`src/hw/rtl/ams_pkg.sv`:
```
// ============================================================================
// Accumulator machine step: shared package
// Field types, memory geometry, item and opcode codes, flag masks.
// ============================================================================
`default_nettype none

package ams_pkg;

    // Memory geometry
    localparam int MEM_WORDS = 100;
    localparam int MEM_AW    = (MEM_WORDS > 1) ? $clog2(MEM_WORDS) : 1;

    // Field widths
    localparam int WORD_W = 16;
    localparam int ADDR_W = 7;
    localparam int FLAG_W = 4;
    localparam int OPC_W  = 7;

    // Item operation codes
    localparam logic [1:0] OPER_WRITE = 2'd0;
    localparam logic [1:0] OPER_READ  = 2'd1;
    localparam logic [1:0] OPER_EXEC  = 2'd2;
    localparam logic [1:0] OPER_CLEAR = 2'd3;

    // Instruction opcodes
    localparam logic [OPC_W-1:0] OPC_READ  = 7'h10;
    localparam logic [OPC_W-1:0] OPC_WRITE = 7'h11;
    localparam logic [OPC_W-1:0] OPC_LOAD  = 7'h20;
    localparam logic [OPC_W-1:0] OPC_STORE = 7'h21;
    localparam logic [OPC_W-1:0] OPC_ADD   = 7'h30;
    localparam logic [OPC_W-1:0] OPC_SUB   = 7'h31;
    localparam logic [OPC_W-1:0] OPC_DIV   = 7'h32;
    localparam logic [OPC_W-1:0] OPC_MUL   = 7'h33;
    localparam logic [OPC_W-1:0] OPC_JUMP  = 7'h40;
    localparam logic [OPC_W-1:0] OPC_JNEG  = 7'h41;
    localparam logic [OPC_W-1:0] OPC_JZ    = 7'h42;
    localparam logic [OPC_W-1:0] OPC_HALT  = 7'h43;
    localparam logic [OPC_W-1:0] OPC_JNS   = 7'h55;

    // Sticky flag masks
    localparam logic [FLAG_W-1:0] FLAG_OOM  = 4'b0001;
    localparam logic [FLAG_W-1:0] FLAG_DIV0 = 4'b0010;
    localparam logic [FLAG_W-1:0] FLAG_CMD  = 4'b0100;
    localparam logic [FLAG_W-1:0] FLAG_CLK  = 4'b1000;

    // Input item
    typedef struct packed {
        logic [1:0]        operation;
        logic [ADDR_W-1:0] address;
        logic [WORD_W-1:0] data;
    } t_item;

    // Result item
    typedef struct packed {
        logic [WORD_W-1:0] read_data;
        logic              print_valid;
        logic [ADDR_W-1:0] print_address;
        logic [WORD_W-1:0] print_value;
        logic              halted;
        logic [WORD_W-1:0] acc_value;
        logic [ADDR_W-1:0] counter_value;
        logic [FLAG_W-1:0] flag_bits;
    } t_result;

    // Memory port request
    typedef struct packed {
        logic              rd_en;
        logic              wr_en;
        logic [MEM_AW-1:0] addr;
        logic [WORD_W-1:0] wr_data;
    } t_mem_req;

    // Address lies inside the memory
    function automatic logic addr_ok(input logic [ADDR_W-1:0] a);
        return {1'b0, a} < (ADDR_W + 1)'(MEM_WORDS);
    endfunction

endpackage

`default_nettype wire

```
`src/hw/rtl/ams_mem.sv`:
```
// ============================================================================
// Accumulator machine step: main memory
// Single-port word memory, registered read data, per-word valid bits so
// that words never written since reset read as zero.
// ============================================================================
`default_nettype none

module ams_mem (
    input  wire logic                       i_clk,
    input  wire logic                       i_rst_n,
    input  wire ams_pkg::t_mem_req          i_req,
    output logic [ams_pkg::WORD_W-1:0]      o_rd_data
);

    logic [ams_pkg::WORD_W-1:0]    r_mem [ams_pkg::MEM_WORDS];
    logic [ams_pkg::MEM_WORDS-1:0] r_vld;
    logic [ams_pkg::WORD_W-1:0]    r_rd_data;
    logic                          r_rd_vld;

    // Word array, write port and registered read
    always_ff @(posedge i_clk) begin
        if (i_req.wr_en) begin
            r_mem[i_req.addr] <= i_req.wr_data;
        end
        if (i_req.rd_en) begin
            r_rd_data <= r_mem[i_req.addr];
        end
    end

    // Valid bits, cleared at reset
    always_ff @(posedge i_clk) begin
        if (!i_rst_n) begin
            r_vld    <= '0;
            r_rd_vld <= 1'b0;
        end else begin
            if (i_req.wr_en) begin
                r_vld[i_req.addr] <= 1'b1;
            end
            if (i_req.rd_en) begin
                r_rd_vld <= r_vld[i_req.addr];
            end
        end
    end

    assign o_rd_data = r_rd_vld ? r_rd_data : '0;

endmodule

`default_nettype wire

```
`src/hw/rtl/ams_div.sv`:
```
// ============================================================================
// Accumulator machine step: divider
// Restoring unsigned divide, one quotient bit per cycle. Divisor is nonzero.
// ============================================================================
`default_nettype none

module ams_div (
    input  wire logic                       i_clk,
    input  wire logic                       i_rst_n,
    input  wire logic                       i_start,
    input  wire logic [ams_pkg::WORD_W-1:0] i_dividend,
    input  wire logic [ams_pkg::WORD_W-1:0] i_divisor,
    output logic                            o_done,
    output logic [ams_pkg::WORD_W-1:0]      o_quot
);

    localparam int CNT_W = $clog2(ams_pkg::WORD_W);

    logic                        r_busy;
    logic                        r_done;
    logic [CNT_W-1:0]            r_cnt;
    logic [ams_pkg::WORD_W-1:0]  r_rem;
    logic [ams_pkg::WORD_W-1:0]  r_quot;
    logic [ams_pkg::WORD_W-1:0]  r_dvs;
    logic [ams_pkg::WORD_W:0]    c_rem_sh;
    logic [ams_pkg::WORD_W:0]    c_diff;
    logic                        c_ge;

    // One shift-subtract step
    assign c_rem_sh = {r_rem, r_quot[ams_pkg::WORD_W-1]};
    assign c_ge     = c_rem_sh >= {1'b0, r_dvs};
    assign c_diff   = c_rem_sh - {1'b0, r_dvs};

    // Control
    always_ff @(posedge i_clk) begin
        if (!i_rst_n) begin
            r_busy <= 1'b0;
            r_done <= 1'b0;
            r_cnt  <= '0;
        end else begin
            r_done <= 1'b0;
            if (i_start) begin
                r_busy <= 1'b1;
                r_cnt  <= '0;
            end else if (r_busy) begin
                r_cnt <= r_cnt + CNT_W'(1);
                if (r_cnt == CNT_W'(ams_pkg::WORD_W - 1)) begin
                    r_busy <= 1'b0;
                    r_done <= 1'b1;
                end
            end
        end
    end

    // Datapath
    always_ff @(posedge i_clk) begin
        if (i_start) begin
            r_rem  <= '0;
            r_quot <= i_dividend;
            r_dvs  <= i_divisor;
        end else if (r_busy) begin
            r_rem  <= c_ge ? c_diff[ams_pkg::WORD_W-1:0] : c_rem_sh[ams_pkg::WORD_W-1:0];
            r_quot <= {r_quot[ams_pkg::WORD_W-2:0], c_ge};
        end
    end

    assign o_done = r_done;
    assign o_quot = r_quot;

endmodule

`default_nettype wire

```
`src/hw/rtl/accumulator_machine_step_core.sv`:
```
// ============================================================================
// Accumulator machine step core
// Runs one memory access, one instruction or one clear per item against a
// word memory, an accumulator, a program counter and sticky flags.
// ============================================================================
//
//  channel | ports                       | transfer
//  --------+-----------------------------+-----------------------------------
//  item    | start, busy, i_item         | edge with start high, busy low
//  result  | o_valid, o_result           | edge ending the o_valid cycle
//
//  Steps per item: word write and clear finish in dispatch; word read adds a
//  read-data state (not outside memory); an instruction adds fetch (not with
//  the counter outside memory), then operand where it reads one; MUL adds a
//  product state and DIVIDE the 16-step divider loop unless the divisor is zero.
//  busy is high from the transfer until the result cycle; a new item may be
//  taken in the cycle the result is shown.
//  Reset is synchronous; memory words read as zero until first written.
//  The receiver cannot stall; each result is shown for exactly one cycle.
//  Only one item is in flight, so memory reads and writes never overlap.
// ============================================================================
`default_nettype none

module accumulator_machine_step_core (
    input  wire logic               i_clk,
    input  wire logic               i_rst_n,
    input  wire logic               start,
    output logic                    busy,
    input  wire ams_pkg::t_item     i_item,
    output logic                    o_valid,
    output ams_pkg::t_result        o_result
);

    typedef enum logic [6:0] {
        S_IDLE  = 7'b0000001,
        S_DISP  = 7'b0000010,
        S_RDW   = 7'b0000100,
        S_FETCH = 7'b0001000,
        S_OPND  = 7'b0010000,
        S_MUL   = 7'b0100000,
        S_DIV   = 7'b1000000
    } t_state;

    t_state                              r_state, n_state;
    ams_pkg::t_item                      r_item, n_item;
    logic [ams_pkg::WORD_W-1:0]          r_acc, n_acc;
    logic [ams_pkg::ADDR_W-1:0]          r_pc, n_pc;
    logic [ams_pkg::FLAG_W-1:0]          r_flags, n_flags;
    logic [ams_pkg::OPC_W-1:0]           r_opc, n_opc;
    logic [ams_pkg::ADDR_W-1:0]          r_opd, n_opd;
    logic                                r_oor, n_oor;
    logic [2*ams_pkg::WORD_W-1:0]        r_prod, n_prod;
    logic                                r_valid, n_valid;
    ams_pkg::t_result                    r_res, n_res;

    ams_pkg::t_mem_req                   c_mem_req;
    logic [ams_pkg::WORD_W-1:0]          c_mem_rdata;
    logic                                c_div_start;
    logic                                c_div_done;
    logic [ams_pkg::WORD_W-1:0]          c_div_quot;

    logic                                c_fin;
    logic [ams_pkg::WORD_W-1:0]          c_rd;
    logic                                c_pv;
    logic [ams_pkg::ADDR_W-1:0]          c_pa;
    logic [ams_pkg::WORD_W-1:0]          c_pval;
    logic                                c_halt;
    logic [ams_pkg::WORD_W-1:0]          c_m;
    logic [ams_pkg::WORD_W:0]            c_sum;
    logic [ams_pkg::ADDR_W-1:0]          c_pc_inc;
    logic [ams_pkg::OPC_W-1:0]           c_opc;
    logic [ams_pkg::ADDR_W-1:0]          c_opd;

    ams_mem u_mem (
        .i_clk     (i_clk),
        .i_rst_n   (i_rst_n),
        .i_req     (c_mem_req),
        .o_rd_data (c_mem_rdata)
    );

    ams_div u_div (
        .i_clk      (i_clk),
        .i_rst_n    (i_rst_n),
        .i_start    (c_div_start),
        .i_dividend (r_acc),
        .i_divisor  (c_m),
        .o_done     (c_div_done),
        .o_quot     (c_div_quot)
    );

    assign c_pc_inc = r_pc + ams_pkg::ADDR_W'(1);
    assign c_opc    = c_mem_rdata[ams_pkg::OPC_W+ams_pkg::ADDR_W-1:ams_pkg::ADDR_W];
    assign c_opd    = c_mem_rdata[ams_pkg::ADDR_W-1:0];
    assign c_m      = r_oor ? '0 : c_mem_rdata;
    assign c_sum    = {1'b0, r_acc} + {1'b0, c_m};

    // Sequencer: dispatch, fetch, operand read, execute, write back
    always_comb begin
        n_state     = r_state;
        n_item      = r_item;
        n_acc       = r_acc;
        n_pc        = r_pc;
        n_flags     = r_flags;
        n_opc       = r_opc;
        n_opd       = r_opd;
        n_oor       = r_oor;
        n_prod      = r_prod;
        c_mem_req   = '0;
        c_div_start = 1'b0;
        c_fin       = 1'b0;
        c_rd        = '0;
        c_pv        = 1'b0;
        c_pa        = '0;
        c_pval      = '0;
        c_halt      = 1'b0;

        case (r_state)
            S_IDLE: begin
                if (start) begin
                    n_item  = i_item;
                    n_state = S_DISP;
                end
            end

            S_DISP: begin
                case (r_item.operation)
                    ams_pkg::OPER_WRITE: begin
                        if (ams_pkg::addr_ok(r_item.address)) begin
                            c_mem_req.wr_en   = 1'b1;
                            c_mem_req.addr    = r_item.address[ams_pkg::MEM_AW-1:0];
                            c_mem_req.wr_data = r_item.data;
                        end else begin
                            n_flags = r_flags | ams_pkg::FLAG_OOM;
                        end
                        c_fin = 1'b1;
                    end
                    ams_pkg::OPER_READ: begin
                        if (ams_pkg::addr_ok(r_item.address)) begin
                            c_mem_req.rd_en = 1'b1;
                            c_mem_req.addr  = r_item.address[ams_pkg::MEM_AW-1:0];
                            n_state         = S_RDW;
                        end else begin
                            n_flags = r_flags | ams_pkg::FLAG_OOM;
                            c_fin   = 1'b1;
                        end
                    end
                    ams_pkg::OPER_CLEAR: begin
                        n_flags = '0;
                        n_pc    = '0;
                        c_fin   = 1'b1;
                    end
                    ams_pkg::OPER_EXEC: begin
                        if (ams_pkg::addr_ok(r_pc)) begin
                            c_mem_req.rd_en = 1'b1;
                            c_mem_req.addr  = r_pc[ams_pkg::MEM_AW-1:0];
                            n_state         = S_FETCH;
                        end else begin
                            // fetch outside memory reads as a zero word
                            n_flags = r_flags | ams_pkg::FLAG_OOM | ams_pkg::FLAG_CMD
                                    | ams_pkg::FLAG_CLK;
                            c_fin   = 1'b1;
                        end
                    end
                    default: begin
                        c_fin = 1'b1;
                    end
                endcase
            end

            S_RDW: begin
                c_rd  = c_mem_rdata;
                c_fin = 1'b1;
            end

            S_FETCH: begin
                n_opc = c_opc;
                n_opd = c_opd;
                if (c_mem_rdata == '0) begin
                    // empty word: nothing runs, counter holds
                    n_flags = r_flags | ams_pkg::FLAG_CMD | ams_pkg::FLAG_CLK;
                    c_fin   = 1'b1;
                end else begin
                    case (c_opc)
                        ams_pkg::OPC_READ, ams_pkg::OPC_STORE: begin
                            if (ams_pkg::addr_ok(c_opd)) begin
                                c_mem_req.wr_en   = 1'b1;
                                c_mem_req.addr    = c_opd[ams_pkg::MEM_AW-1:0];
                                c_mem_req.wr_data = (c_opc == ams_pkg::OPC_READ) ?
                                                    r_item.data : r_acc;
                            end else begin
                                n_flags = r_flags | ams_pkg::FLAG_OOM;
                            end
                            n_pc  = c_pc_inc;
                            c_fin = 1'b1;
                        end
                        ams_pkg::OPC_WRITE, ams_pkg::OPC_LOAD, ams_pkg::OPC_ADD,
                        ams_pkg::OPC_SUB, ams_pkg::OPC_DIV, ams_pkg::OPC_MUL: begin
                            // operand read; outside memory it reads as zero
                            if (ams_pkg::addr_ok(c_opd)) begin
                                c_mem_req.rd_en = 1'b1;
                                c_mem_req.addr  = c_opd[ams_pkg::MEM_AW-1:0];
                                n_oor           = 1'b0;
                            end else begin
                                n_flags = r_flags | ams_pkg::FLAG_OOM;
                                n_oor   = 1'b1;
                            end
                            n_state = S_OPND;
                        end
                        ams_pkg::OPC_JUMP: begin
                            n_pc  = c_opd;
                            c_fin = 1'b1;
                        end
                        ams_pkg::OPC_JNEG: begin
                            n_pc  = c_pc_inc;
                            c_fin = 1'b1;
                        end
                        ams_pkg::OPC_JZ: begin
                            n_pc  = (r_acc == '0) ? c_opd : c_pc_inc;
                            c_fin = 1'b1;
                        end
                        ams_pkg::OPC_JNS: begin
                            n_pc  = (r_acc != '0) ? c_opd : c_pc_inc;
                            c_fin = 1'b1;
                        end
                        ams_pkg::OPC_HALT: begin
                            c_halt = 1'b1;
                            c_fin  = 1'b1;
                        end
                        default: begin
                            n_flags = r_flags | ams_pkg::FLAG_CMD;
                            n_pc    = c_pc_inc;
                            c_fin   = 1'b1;
                        end
                    endcase
                end
            end

            S_OPND: begin
                case (r_opc)
                    ams_pkg::OPC_WRITE: begin
                        c_pv   = 1'b1;
                        c_pa   = r_opd;
                        c_pval = c_m;
                        n_pc   = c_pc_inc;
                        c_fin  = 1'b1;
                    end
                    ams_pkg::OPC_LOAD: begin
                        n_acc = c_m;
                        n_pc  = c_pc_inc;
                        c_fin = 1'b1;
                    end
                    ams_pkg::OPC_ADD: begin
                        if (!c_sum[ams_pkg::WORD_W]) begin
                            n_acc = c_sum[ams_pkg::WORD_W-1:0];
                        end
                        n_pc  = c_pc_inc;
                        c_fin = 1'b1;
                    end
                    ams_pkg::OPC_SUB: begin
                        if (c_m <= r_acc) begin
                            n_acc = r_acc - c_m;
                        end
                        n_pc  = c_pc_inc;
                        c_fin = 1'b1;
                    end
                    ams_pkg::OPC_DIV: begin
                        if (c_m == '0) begin
                            n_flags = r_flags | ams_pkg::FLAG_DIV0;
                            n_pc    = c_pc_inc;
                            c_fin   = 1'b1;
                        end else begin
                            c_div_start = 1'b1;
                            n_state     = S_DIV;
                        end
                    end
                    ams_pkg::OPC_MUL: begin
                        n_prod  = (2*ams_pkg::WORD_W)'(r_acc) * (2*ams_pkg::WORD_W)'(c_m);
                        n_state = S_MUL;
                    end
                    default: begin
                        n_pc  = c_pc_inc;
                        c_fin = 1'b1;
                    end
                endcase
            end

            S_MUL: begin
                // a product wider than one word is dropped; the accumulator keeps its value
                if (r_prod[2*ams_pkg::WORD_W-1:ams_pkg::WORD_W] == '0) begin
                    n_acc = r_prod[ams_pkg::WORD_W-1:0];
                end
                n_pc  = c_pc_inc;
                c_fin = 1'b1;
            end

            S_DIV: begin
                if (c_div_done) begin
                    n_acc = c_div_quot;
                    n_pc  = c_pc_inc;
                    c_fin = 1'b1;
                end
            end

            default: begin
                n_state = S_IDLE;
            end
        endcase

        if (c_fin) begin
            n_state = S_IDLE;
        end
    end

    // Result assembly
    always_comb begin
        n_valid = c_fin;
        n_res   = r_res;
        if (c_fin) begin
            n_res.read_data     = c_rd;
            n_res.print_valid   = c_pv;
            n_res.print_address = c_pa;
            n_res.print_value   = c_pval;
            n_res.halted        = c_halt;
            n_res.acc_value     = n_acc;
            n_res.counter_value = n_pc;
            n_res.flag_bits     = n_flags;
        end
    end

    // Control and architectural state
    always_ff @(posedge i_clk) begin
        if (!i_rst_n) begin
            r_state <= S_IDLE;
            r_acc   <= '0;
            r_pc    <= '0;
            r_flags <= '0;
            r_valid <= 1'b0;
        end else begin
            r_state <= n_state;
            r_acc   <= n_acc;
            r_pc    <= n_pc;
            r_flags <= n_flags;
            r_valid <= n_valid;
        end
    end

    // Payload registers
    always_ff @(posedge i_clk) begin
        r_item <= n_item;
        r_opc  <= n_opc;
        r_opd  <= n_opd;
        r_oor  <= n_oor;
        r_prod <= n_prod;
        r_res  <= n_res;
    end

    assign busy     = (r_state != S_IDLE);
    assign o_valid  = r_valid;
    assign o_result = r_res;

`ifndef SYNTHESIS
    a_state_onehot: assert property (@(posedge i_clk) disable iff (!i_rst_n)
        $onehot(r_state))
        else $error("sequencer state not one-hot");

    a_valid_single: assert property (@(posedge i_clk) disable iff (!i_rst_n)
        o_valid |=> !o_valid)
        else $error("result strobe on two cycles in a row");

    a_accept_busy: assert property (@(posedge i_clk) disable iff (!i_rst_n)
        (start && !busy) |=> busy)
        else $error("item transfer did not raise busy");

    a_mem_one_access: assert property (@(posedge i_clk) disable iff (!i_rst_n)
        !(c_mem_req.rd_en && c_mem_req.wr_en))
        else $error("memory read and write in the same cycle");

    a_div_wait: assert property (@(posedge i_clk) disable iff (!i_rst_n)
        c_div_start |=> (r_state == S_DIV) && !c_div_done)
        else $error("divider start without divide wait");
`endif

endmodule

`default_nettype wire

```
`config.mk`:
```
export PLATFORM = sky130hd
export DESIGN_NAME = accumulator_machine_step_core
export DESIGN_NICKNAME = d
export VERILOG_FILES = /design/src/hw/rtl/ams_pkg.sv /design/src/hw/rtl/ams_mem.sv /design/src/hw/rtl/ams_div.sv /design/src/hw/rtl/accumulator_machine_step_core.sv
export SDC_FILE = /design/constraint.sdc
export NUM_CORES = 2
export LEC_CHECK = 0
export BUFFER_PORTS_ARGS = -buffer_cell sky130_fd_sc_hd__buf_2
export CORE_MARGIN = 5
export CORE_UTILIZATION = 45
export DETAILED_ROUTE_END_ITERATION = 8
export PLACE_DENSITY = 0.67
export SLEW_MARGIN = 25
export SYNTH_ARGS = -nofsm -noshare
export SYNTH_HDL_FRONTEND = slang
export SYNTH_SLANG_ARGS = --single-unit
```
`constraint.sdc`:
```
create_clock -name i_clk -period 19.6 [get_ports i_clk]
set_clock_uncertainty 0.05 [all_clocks]
set_input_delay 0.98 -clock i_clk [delete_from_list [all_inputs] [get_ports i_clk]]
set_output_delay 0.98 -clock i_clk [all_outputs]
set_load 0.05 [all_outputs]
```
==> impl_metrics.tcl <==
set metrics [dict create \
    status "finished clean" \
    rsz0062_at_grt "no" \
    nets 6874 \
    synth_commonest_cells "edfxtp_1 (1,788), nand2_1 (553), nor2_1 (488)" \
    synth_edf_count 1788 \
    io_pins 98 \
    core_um2 190400 \
    cts.repair.resized 0 \
    synth-seq-cells 1946 \
    yosys.area_share.simple_pct 9.727 \
    yosysTopAreaCellShare_pct 62.27 \
    start_util_pct 45.29 \
    synth.distinct_cells 101 \
    clock_latency_ns 0.85 \
    drc 0 \
    synth_area_um2 86220 \
    fin_crit_ns 8.814 \
    synth_compound_area_share_pct 11.55 \
    syn_inst 6334 \
    wirelength_um 295900 \
    synthArstFlopShare_pct 0 \
    cap_violations 0 \
    die_w_um 447.7 \
    min_path_type "in2reg" \
    end_kind "flop" \
    cts_setup_buffers 0 \
    cts.clk_slew.worst_paths_ns 0.06 \
    timing.final.crit_share_pct 44.97 \
    cts_made_buffers 188 \
    dr_total_vias 59830 \
    synthTopCellsByArea "edfxtp_1 (62%), fa_1 (4.6%), dfxtp_1 (3.7%)" \
    yosysTopAreaCell "edfxtp_1" \
    cts_num_sinks 1946 \
    ir_drop_v 0.00007805 \
    worst_slew_pin_slew_ns 1.236 \
    syn-num-nets 6721 \
    required_ns 20.09 \
    setup_viol 0 \
    relSlewSlack_pct 17.07 \
    portBuffers 97 \
    crit_buf_inv 6 \
    area_growth_pct 12.29 \
    synth_adder_area_share_pct 6.925 \
    crit_fanout 29 \
    antenna_left 0 \
    hpwl_um 185200 \
    power.density_nw_per_um2 87.17 \
    grt_pass1_vias 56410 \
    yosysWarningCount 0 \
    rows 160 \
    fmax_mhz 113.5 \
    drv_slew 0 \
    p_total_uw 8440 \
    wl_per_cell_um 32.26 \
    die_y_um 447.7 \
    finalSetupTns_ns 0 \
    place.gp.congestion 0.9381 \
    drive_above_1_share_pct 12.54 \
    grt_max_degree 97 \
    critPathLaunchType "flop" \
    hold_viol 0 \
    synth.avg_cell_area_um2 13.61 \
    synth_top_family_by_area "compound AO/OA/AOI/OAI gates" \
    cts_tree "built" \
    cts_root_buffer "clkbuf_16" \
    yosys.area_share.xor_xnor_pct 0.6095 \
    grt_overflow 0 \
    cp_data_arrival_time_ns 9.30 \
    yosysMostFrequentCell "edfxtp_1" \
    cts_buffer_depth 3 \
    synth_mux_area_share_pct 1.659 \
    via_per_inst 6.522 \
    crit_family "adder cells" \
    grt_pass1_wl_um 417400 \
    grt_antenna_before_repair 18 \
    ctsHoldBuffers 0 \
    synth_seq_area_share_pct 65.94 \
    dr.pass1.iters 8 \
    cp_slowest_stage_delay_ns 0.96 \
    worstSetupPathType "reg2reg" \
    grt_util_all_layers_pct 28.89 \
    slowest_stage "dfxtp_1" \
    drt_iter0_drc 9243 \
    htreeDepth 4 \
    synth_ff_type "edfxtp_1" \
    p_leak_uw 0.03084 \
    fp.dieArea_um2 200500 \
]
## where the power goes
part | internal (uW) | switching [uW] | total, uW
sequential | 4490 | 13.2 | 4510
clock | 2050 | 1630 | 3680
combinational | 73.7 | 181 | 254
## per-layer routing
layer	vias to the layer above	part of all wire (%)	global-route usage [%]
met2	4626	43	42.27
met3	759	15	9.907
li1	24450	-	-
met5	-	0.022	0
met4	10	5.4	13.04
met1	29980	37	39.08
## metrics by stage
step / setup WS [ns] / hold slack, ns / cell area, um2 / util (%) / cells
finish: 10.79 / 0.2763 / 96820 / 50.86 / 9173
global route: 10.36 / 0.2478 / 96790 / 50.84 / 9162
CTS: 10.93 / 0.2326 / 96760 / 50.82 / 9160
detailed placement: 10.98 / 0.4056 / 90490 / 47.53 / 8807
global placement: 11.12 / 0.3944 / 90380 / 47.48 / 8806
floorplan: 11.97 / 0.3823 / 86220 / - / 6334
## cells by family (layout without fill, tap and decap cells)
| family | count (synthesis) | in the layout |
|---|---|---|
| buffers and inverters | 714 | 1030 |
| flip-flops | 1946 | 1946 |
| XOR/XNOR | 60 | 60 |
| adder cells (fa/ha/maj) | 359 | 359 |
| AND/OR/NAND/NOR | 1760 | 1760 |
| AO/OA/AOI/OAI | 1359 | 1359 |
| multiplexers | 136 | 136 |
| other | 0 | 12 |
## cell usage in the layout, fill, tap and decap left out, types with 35 or more instances in the layout
cell type  Yosys  routed
ha_1         162     162
fa_1         197     197
buf_4         33     243
a21oi_1      250     249
clkbuf_1     162      49
dfxtp_1      158     158
a22o_1       128     112
mux2i_1       81      81
a222oi_1      44      44
clkbuf_16      0     188
and3_1        56      54
a211oi_1      52      52
nand4_1      170     170
a221oi_1      89      89
inv_1        328     327
nand2_1      553     551
xnor2_1       42      42
a22oi_1      236     236
nand3_1      148     148
o211ai_1      43      43
edfxtp_1    1788    1788
a31oi_1       74      70
nor3_1        76      74
nor2_1       488     429
nor2_2         4      44
mux2_2        55      55
buf_2        158      97
o21ai_0      124     121
a221o_1       35      35
and2_1       108     108
## worst register-to-register path: cells and delay by family (launching register included)
family	cells	cell delay, ns
DFF	1	0.96
adders and majority gates	8	3.65
buffers and inverters	6	1.00
and+or+nand+nor	4	0.82
xor gates and xnor gates	1	0.14
AOI/OAI and AO/OA	7	1.96
## sequential cells by signal, summed over array words and instances (netlist names)
signal           flops
r_state              7
r_opd                7
u_div.r_busy         1
u_div.o_done         1
u_mem.r_vld        100
u_div.o_quot        16
u_mem.r_mem       1600
r_prod              32
u_div.r_cnt          4
u_div.r_dvs         16
r_opc                7
o_result            68
r_pc                 7
u_mem.r_rd_vld       1
u_mem.r_rd_data     16
r_item              25
r_flags              4
r_acc               16
u_div.r_rem         16
r_oor                1
o_valid              1
## layout make-up
class,instances,area (um2)
multi-input cells,3674,26850
repair buffers,348,2435
well taps,2511,3142
diodes,12,30.03
inverters,329,1237
flip-flops and latches,1946,56850
clock buffers,262,5233
clock inverters,91,1033
fillers,15780,93560
## final timing paths
path	startpoint	to	slack [ns]	cells after the start
min	i_item[22]	r_item[22]	0.28	1
max	u_mem.r_rd_vld	r_prod[31]	10.79	26
max reg2reg	u_mem.r_rd_vld	r_prod[31]	10.79	26
min reg2reg	u_mem.r_vld[97]	u_mem.r_vld[97]	0.42	1
No activity file was read; power rests on OpenSTA's default activity.
